[src/rtl/kwm_pkg.sv]
`default_nettype none
// ----------------------------------------------------------------------------
// kwm_pkg
// Shared types and constants of the k-way merge minimum cost unit.
// ----------------------------------------------------------------------------
package kwm_pkg;

    localparam int MAX_STONES_DEF = 32;
    localparam int MAX_ARITY_DEF  = 8;

    localparam int WEIGHT_W = 16;
    localparam int COST_W   = 32;
    localparam int ARITY_W  = 4;

    localparam logic [COST_W-1:0]  COST_INF    = '1;
    localparam logic [ARITY_W-1:0] ARITY_RESET = ARITY_W'(2);

    typedef struct packed {
        logic [WEIGHT_W-1:0] stone_weight;
        logic                last;
    } in_item_t;

    typedef struct packed {
        logic [COST_W-1:0] min_cost;
        logic              possible;
        logic              overflow;
    } out_item_t;

    // source of the value written into the cost table
    typedef enum logic [1:0] {
        CW_ZERO,
        CW_INF,
        CW_BEST,
        CW_COLLAPSE
    } cw_sel_t;

    // kind of result loaded into the output register
    typedef enum logic [1:0] {
        RES_TABLE,
        RES_ZERO,
        RES_IMPOSS,
        RES_OVF
    } res_sel_t;

    typedef struct packed {
        logic     pw_en;      // write running sum into prefix memory
        logic     run_clr;    // start a new row
        logic     cw_en;      // write cost table
        cw_sel_t  cw_sel;
        logic     acc_en;     // compare read pair in the next cycle
        logic     best_init;
        logic     best_load;
        logic     lo_zero;    // lower prefix bound is entry zero
        logic     sum_cap;    // capture group cost and range weight
        logic     out_load;
        res_sel_t res_sel;
    } cmd_t;

    typedef struct packed {
        logic out_busy;
    } stat_t;

endpackage
`default_nettype wire

[src/rtl/kwm_ctrl.sv]
`default_nettype none
// ----------------------------------------------------------------------------
// kwm_ctrl
// Controller: row loading, interval table sweep and result sequencing.
// ----------------------------------------------------------------------------
module kwm_ctrl #(
    parameter int MAX_STONES = kwm_pkg::MAX_STONES_DEF,
    parameter int MAX_ARITY  = kwm_pkg::MAX_ARITY_DEF,
    localparam int IW = (MAX_STONES > 1) ? $clog2(MAX_STONES) : 1,
    localparam int GW = $clog2(MAX_ARITY + 1),
    localparam int AW = 2 * IW + GW
) (
    input  wire logic                        aclk,
    input  wire logic                        aresetn,
    input  wire logic                        s_valid,
    output logic                             s_ready,
    input  wire logic                        s_last,
    input  wire logic                        cfg_valid,
    output logic                             cfg_ready,
    input  wire logic [kwm_pkg::ARITY_W-1:0] cfg_data,
    output kwm_pkg::cmd_t                    cmd,
    input  wire kwm_pkg::stat_t              stat,
    output logic [AW-1:0]                    ca_addr,
    output logic [AW-1:0]                    cb_addr,
    output logic [AW-1:0]                    cw_addr,
    output logic [IW-1:0]                    pa_addr,
    output logic [IW-1:0]                    pb_addr,
    output logic [IW-1:0]                    pw_addr
);

    localparam int CW = $clog2(MAX_STONES + 2);

    typedef enum logic [3:0] {
        S_IDLE,
        S_START,
        S_INIT,
        S_MLOOP,
        S_ACC,
        S_WRB,
        S_COL_RD,
        S_COL_SUM,
        S_COL_WR,
        S_FIN_RD,
        S_FIN_CAP,
        S_EMIT
    } state_t;

    state_t state_reg, state_next;
    logic [kwm_pkg::ARITY_W-1:0] k_reg, k_next;
    logic [CW-1:0] pc_reg, pc_next;
    logic [CW-1:0] n_reg, n_next;
    logic [CW-1:0] len_reg, len_next;
    logic [IW-1:0] i_reg, i_next;
    logic [IW-1:0] j_reg, j_next;
    logic [IW-1:0] m_reg, m_next;
    logic [GW-1:0] g_reg, g_next;
    kwm_pkg::res_sel_t res_reg, res_next;

    logic          s_acc;
    logic          arity_ok;
    logic [GW-1:0] k_g;
    logic [IW-1:0] n_last;
    logic [CW-1:0] pc_inc;

    assign s_acc     = s_valid && s_ready;
    assign s_ready   = (state_reg == S_IDLE);
    assign cfg_ready = 1'b1;
    assign arity_ok  = (32'(k_reg) >= 32'd2) && (32'(k_reg) <= 32'(MAX_ARITY));
    assign k_g       = GW'(k_reg);
    assign n_last    = IW'(n_reg - CW'(1));
    assign pc_inc    = (pc_reg < CW'(MAX_STONES)) ? pc_reg + CW'(1) : CW'(MAX_STONES + 1);

    always_comb begin
        state_next = state_reg;
        k_next     = k_reg;
        pc_next    = pc_reg;
        n_next     = n_reg;
        len_next   = len_reg;
        i_next     = i_reg;
        j_next     = j_reg;
        m_next     = m_reg;
        g_next     = g_reg;
        res_next   = res_reg;
        cmd        = '0;
        cmd.cw_sel  = kwm_pkg::CW_ZERO;
        cmd.res_sel = res_reg;
        ca_addr = {i_reg, m_reg, GW'(1)};
        cb_addr = {m_reg + IW'(1), j_reg, g_reg - GW'(1)};
        cw_addr = {i_reg, j_reg, g_reg};
        pa_addr = j_reg;
        pb_addr = i_reg - IW'(1);
        pw_addr = pc_reg[IW-1:0];

        if (cfg_valid) begin
            k_next = cfg_data;
        end

        case (state_reg)
            S_IDLE: begin
                if (s_acc) begin
                    cmd.pw_en = (pc_reg < CW'(MAX_STONES));
                    pc_next   = pc_inc;
                    if (s_last) begin
                        n_next     = pc_inc;
                        pc_next    = '0;
                        state_next = S_START;
                    end
                end
            end
            S_START: begin
                cmd.run_clr    = 1'b1;
                cmd.best_init  = 1'b1;
                state_next     = S_EMIT;
                if (n_reg == CW'(MAX_STONES + 1)) begin
                    res_next = kwm_pkg::RES_OVF;
                end else if (n_reg == CW'(1)) begin
                    res_next = kwm_pkg::RES_ZERO;
                end else if (!arity_ok) begin
                    res_next = kwm_pkg::RES_IMPOSS;
                end else begin
                    res_next   = kwm_pkg::RES_TABLE;
                    i_next     = '0;
                    g_next     = GW'(1);
                    state_next = S_INIT;
                end
            end
            S_INIT: begin
                // single piles: zero as one group, impossible as more
                cmd.best_init = 1'b1;
                cmd.cw_en     = 1'b1;
                cmd.cw_sel    = (g_reg == GW'(1)) ? kwm_pkg::CW_ZERO : kwm_pkg::CW_INF;
                cw_addr       = {i_reg, i_reg, g_reg};
                if (g_reg == k_g) begin
                    g_next = GW'(1);
                    if (i_reg == n_last) begin
                        len_next   = CW'(2);
                        i_next     = '0;
                        j_next     = IW'(1);
                        m_next     = '0;
                        g_next     = GW'(2);
                        state_next = S_MLOOP;
                    end else begin
                        i_next = i_reg + IW'(1);
                    end
                end else begin
                    g_next = g_reg + GW'(1);
                end
            end
            S_MLOOP: begin
                cmd.acc_en = 1'b1;
                if (m_reg == j_reg - IW'(1)) begin
                    state_next = S_ACC;
                end else begin
                    m_next = m_reg + IW'(1);
                end
            end
            S_ACC: begin
                state_next = S_WRB;
            end
            S_WRB: begin
                cmd.cw_en     = 1'b1;
                cmd.cw_sel    = kwm_pkg::CW_BEST;
                cmd.best_init = 1'b1;
                if (g_reg == k_g) begin
                    state_next = S_COL_RD;
                end else begin
                    g_next     = g_reg + GW'(1);
                    m_next     = i_reg;
                    state_next = S_MLOOP;
                end
            end
            S_COL_RD: begin
                ca_addr     = {i_reg, j_reg, k_g};
                cmd.lo_zero = (i_reg == '0);
                state_next  = S_COL_SUM;
            end
            S_COL_SUM: begin
                cmd.sum_cap = 1'b1;
                state_next  = S_COL_WR;
            end
            S_COL_WR: begin
                cmd.cw_en  = 1'b1;
                cmd.cw_sel = kwm_pkg::CW_COLLAPSE;
                cw_addr    = {i_reg, j_reg, GW'(1)};
                g_next     = GW'(2);
                state_next = S_MLOOP;
                if (j_reg != n_last) begin
                    i_next = i_reg + IW'(1);
                    j_next = j_reg + IW'(1);
                    m_next = i_reg + IW'(1);
                end else if (i_reg == '0) begin
                    state_next = S_FIN_RD;
                end else begin
                    // advance to the next range length
                    len_next = len_reg + CW'(1);
                    i_next   = '0;
                    j_next   = IW'(len_reg);
                    m_next   = '0;
                end
            end
            S_FIN_RD: begin
                ca_addr    = {IW'(0), n_last, GW'(1)};
                state_next = S_FIN_CAP;
            end
            S_FIN_CAP: begin
                cmd.best_load = 1'b1;
                state_next    = S_EMIT;
            end
            S_EMIT: begin
                // hold until the output register is free
                if (!stat.out_busy) begin
                    cmd.out_load = 1'b1;
                    state_next   = S_IDLE;
                end
            end
            default: begin
                state_next = S_IDLE;
            end
        endcase
    end

    always_ff @(posedge aclk) begin
        if (!aresetn) begin
            state_reg <= S_IDLE;
            k_reg     <= kwm_pkg::ARITY_RESET;
            pc_reg    <= '0;
            n_reg     <= '0;
            res_reg   <= kwm_pkg::RES_ZERO;
        end else begin
            state_reg <= state_next;
            k_reg     <= k_next;
            pc_reg    <= pc_next;
            n_reg     <= n_next;
            res_reg   <= res_next;
        end
        len_reg <= len_next;
        i_reg   <= i_next;
        j_reg   <= j_next;
        m_reg   <= m_next;
        g_reg   <= g_next;
    end

endmodule
`default_nettype wire

[config.mk]
export PLATFORM = sky130hd
export DESIGN_NAME = kwm_ctrl
export DESIGN_NICKNAME = d
export VERILOG_FILES = /design/src/rtl/kwm_pkg.sv /design/src/rtl/kwm_ctrl.sv
export SDC_FILE = /design/constraint.sdc
export NUM_CORES = 1
export LEC_CHECK = 0
export BUFFER_PORTS_ARGS = -buffer_cell sky130_fd_sc_hd__buf_2
export CORE_AREA = 2 2 83 85
export CTS_BUF_LIST = sky130_fd_sc_hd__clkbuf_16
export DETAILED_ROUTE_END_ITERATION = 16
export DIE_AREA = 0 0 85 87
export PLACE_DENSITY = 0.8
export RECOVER_POWER = 25
export SYNTH_ARGS = -nofsm -noshare
export SYNTH_HDL_FRONTEND = slang
export SYNTH_SLANG_ARGS = --single-unit
[constraint.sdc]
create_clock -name aclk -period 3.4 [get_ports aclk]
set_clock_uncertainty 0.2 [all_clocks]
set_input_delay 0.68 -clock aclk [delete_from_list [all_inputs] [get_ports aclk]]
set_output_delay 0.68 -clock aclk [all_outputs]
set_load 0.02 [all_outputs]
==> flow_metrics.env <==
export IMPL_status="finished, final reports clean"
export IMPL_max_stage_delay_ns=0.64
export IMPL_switchingPower_mw=1.575
export IMPL_cts_buffers=5
export IMPL_rows=30
export IMPL_clk_pin_slew_ns=0.06
export IMPL_fin_cells=561
export IMPL_cp_end_kind="output port"
export IMPL_grt_pass1_vias=2950
export IMPL_io_buffers=80
export IMPL_p_per_area_nw_per_um2=822.3
export IMPL_grt_usage=0.2362
export IMPL_grt_overflow_total=0
export IMPL_ys_seq_area_frac=0.3326
export IMPL_area_delta_synth_final_pct=12.58
export IMPL_worst_pin_slew_ns=0.8084
export IMPL_p_leak_nw=1.640
export IMPL_ys_seq_elements=46
export IMPL_syn_inst=426
export IMPL_slowest_stage="dfxtp_1"
export IMPL_core_um2=6569
export IMPL_cts_tree="built"
export IMPL_hold_viol=0
export IMPL_drc=0
export IMPL_place_inst=553
export IMPL_p_clk_frac=0.148
export IMPL_fillers=602
export IMPL_drv_slew=0
export IMPL_grt_first_pass_wirelength_um=14100
export IMPL_combPwrFrac=0.527
export IMPL_fin_crit_sh=0.9319
export IMPL_wl_met2_um=4240
export IMPL_die_w_um=85
export IMPL_reg2reg_slack_ns=0.34
export IMPL_dr_pass1_iters=5
export IMPL_place_congestion=0.9736
export IMPL_clk_latency_ns=0.29
export IMPL_nNetsFinal=503
export IMPL_syn_area_per_cell_um2=8.194
export IMPL_synth_edf_count=24
export IMPL_post_cts_resized=0
export IMPL_power_internal_mw=1.657
export IMPL_cp_cell_sequence="nand2_1 > nor3_1 > nor2_1 > a221o_1 > buf_2"
export IMPL_synth_nets=449
export IMPL_crit_required_ns=2.52
export IMPL_cts_root_buffer="clkbuf_16"
export IMPL_clock_sinks=46
export IMPL_cts_hold_fix_buffers=0
export IMPL_syn_cell_area_um2=3491
export IMPL_post_cts_buffers=0
export IMPL_htreeDepth=2
export IMPL_rsz0062_at_grt="false"
export IMPL_m1WireLength_um=3823
export IMPL_dp_hpwl_um=6669
export IMPL_grt_max_degree=23
export IMPL_max_slew_margin=0.4610
export IMPL_fin_tns_setup_ns=0
export IMPL_ant_nets=0
export IMPL_clk_path_buf_depth=2
export IMPL_initial_utilization=0.5314
export IMPL_cp_max_fo=16
export IMPL_dr_total_vias=3270
export IMPL_dpl_instance_area_um2=3827
export IMPL_hp_class="reg2reg"
export IMPL_crit_type="reg2out"
export IMPL_antenna_found_initial=0
export IMPL_wl_per_cell_um=16.09
export IMPL_multi_input_area_um2=2039
export IMPL_max_freq_ghz=0.3156
export IMPL_register_area_um2=1161
export IMPL_highest_layer="met4"
export IMPL_diodes=0
export IMPL_critPathLaunchType="flip-flop"
export IMPL_drive_gt1_frac=0.1663
export IMPL_ioPinCount=82
export IMPL_yosysWarnings=0
export IMPL_ir_worst_vdd_mv=0.3937
export IMPL_final_cell_area_um2=3930
export IMPL_drt_iter0_drc=236
export IMPL_vias_per_cell=5.829
export IMPL_finalCriticalPeriod_ns=3.168
export IMPL_p_sw_frac=0.4872
export IMPL_totalWireLength_um=9026
export IMPL_die_h_um=87
export IMPL_async_flop_share=0
export IMPL_die_area_um2=7395
export IMPL_dr_wl_met3_um=715
export IMPL_drv_cap=0
export IMPL_synth_cell_types=55
export IMPL_setup_viol=0
export IMPL_critPathArrivalTime_ns=2.29
export IMPL_yosys_most_used_dff="edfxtp_1"
export IMPL_seq_power_share=0.325
-- kinds of logic (layout without fill, tap and decap cells) --
family,Yosys count,in the layout,share of synthesized area
flip-flops,46,46,0.3326
adder cells (fa/ha/maj),13,13,0.04660
multiplexers,6,6,0.01720
AND/OR/NAND/NOR,182,182,0.2642
buffers and inverters,57,112,0.08136
XOR/XNOR,42,42,0.1054
AO/OA/AOI/OAI,79,79,0.1516
other,1,1,0.001074
-- power groups by stage --
stage | clock network [mW] | registers [mW] | logic, mW
CTS | 0.484 | 1.04 | 1.72
global placement | 0 | 1.05 | 1.68
global route | 0.504 | 1.07 | 1.84
finish | 0.477 | 1.05 | 1.70
detailed placement | 0 | 1.05 | 1.71
floorplan | 0 | 0.938 | 1.30
-- cells in the mapped netlist (all sizes together), types with 2 or more instances --
cell type	n	area [µm²]
xor2	22	192.7
nand2b	8	50.05
clkbuf	23	87.58
xnor2	20	175.2
o21bai	2	15.01
or3	4	25.02
a211oi	6	45.04
mux2i	6	60.06
o21ai	21	105.1
edfxtp	24	720.7
nor2	38	142.6
nand2	49	191.4
a21boi	3	22.52
and3	4	25.02
a221o	3	30.03
a21oi	16	83.83
nand3b	3	22.52
nor3	20	115.1
nor3b	2	15.01
ha	13	162.7
a31oi	2	12.51
a22oi	8	60.06
nor2b	15	93.84
dfxtp	22	440.4
nand3	18	90.09
nor4	4	31.28
or3b	2	17.52
o31a	2	17.52
buf	18	136.4
o211ai	6	45.04
and2	10	62.56
inv	16	60.06
-- layout make-up --
| type | count | share of cell area |
|---|---|---|
| multi-input cells | 323 | 0.5189 |
| clock buffers | 5 | 0.03184 |
| clock inverters | 3 | 0.004139 |
| repair buffers | 88 | 0.1089 |
| flip-flops and latches | 46 | 0.2954 |
| well taps | 80 | 0.02547 |
| inverters | 16 | 0.01528 |
-- worst max-delay path: cells and delay by family (launching register included) --
family / cells / cell delay, ns
and+or+nand+nor: 3 / 0.87
DFF: 1 / 0.64
AOI/OAI and AO/OA: 1 / 0.33
buffers and inverters: 1 / 0.16
-- routing by layer --
metal | global-route usage | vias to the layer above
met5 | 0 | -
li1 | - | 1570
met3 | 0.03981 | 32
met2 | 0.3906 | 179
met4 | 0.1010 | 0
met1 | 0.3060 | 1489
-- worst paths after layout --
| kind | from | end | cells past startpoint |
|---|---|---|---|
| worst max register to register | n_reg[0]$_SDFFE_PN0P_ | len_reg[1]$_SDFFCE_PN1P_ | 9 |
| worst min-delay path | res_reg[0]$_SDFFE_PN1P_ | res_reg[0]$_SDFFE_PN1P_ | 2 |
| worst max-delay path | state_reg[0]$_SDFFE_PN0P_ | ca_addr[6] | 5 |
| worst min register to register | res_reg[0]$_SDFFE_PN1P_ | res_reg[0]$_SDFFE_PN1P_ | 2 |
-- placed cells by master (no fill, tap or decap), drive strengths merged, types with 20 or more instances in the layout --
master  netlist  routed
dfxtp        22      22
edfxtp       24      24
xnor2        20      20
nor2         38      38
clkbuf       23      29
nand2        49      49
xor2         22      22
buf          18      64
nor3         20      20
o21ai        21      21
-- metrics by stage --
stage / utilization / power (mW) / hold slack [ns] / setup WS [ns]
4_1_cts: 0.6042 / 3.249 / 0.2857 / 0.2281
3_5_place_dp: 0.5827 / 2.764 / 0.2663 / 0.3992
3_3_place_gp: 0.5827 / 2.729 / 0.2598 / 0.5803
2_1_floorplan: - / 2.241 / 0.2715 / 0.4790
6_report: 0.5983 / 3.232 / 0.2934 / 0.2317
5_1_grt: 0.5983 / 3.412 / 0.3035 / 0.07426
Power figures use the tool's default switching activity.
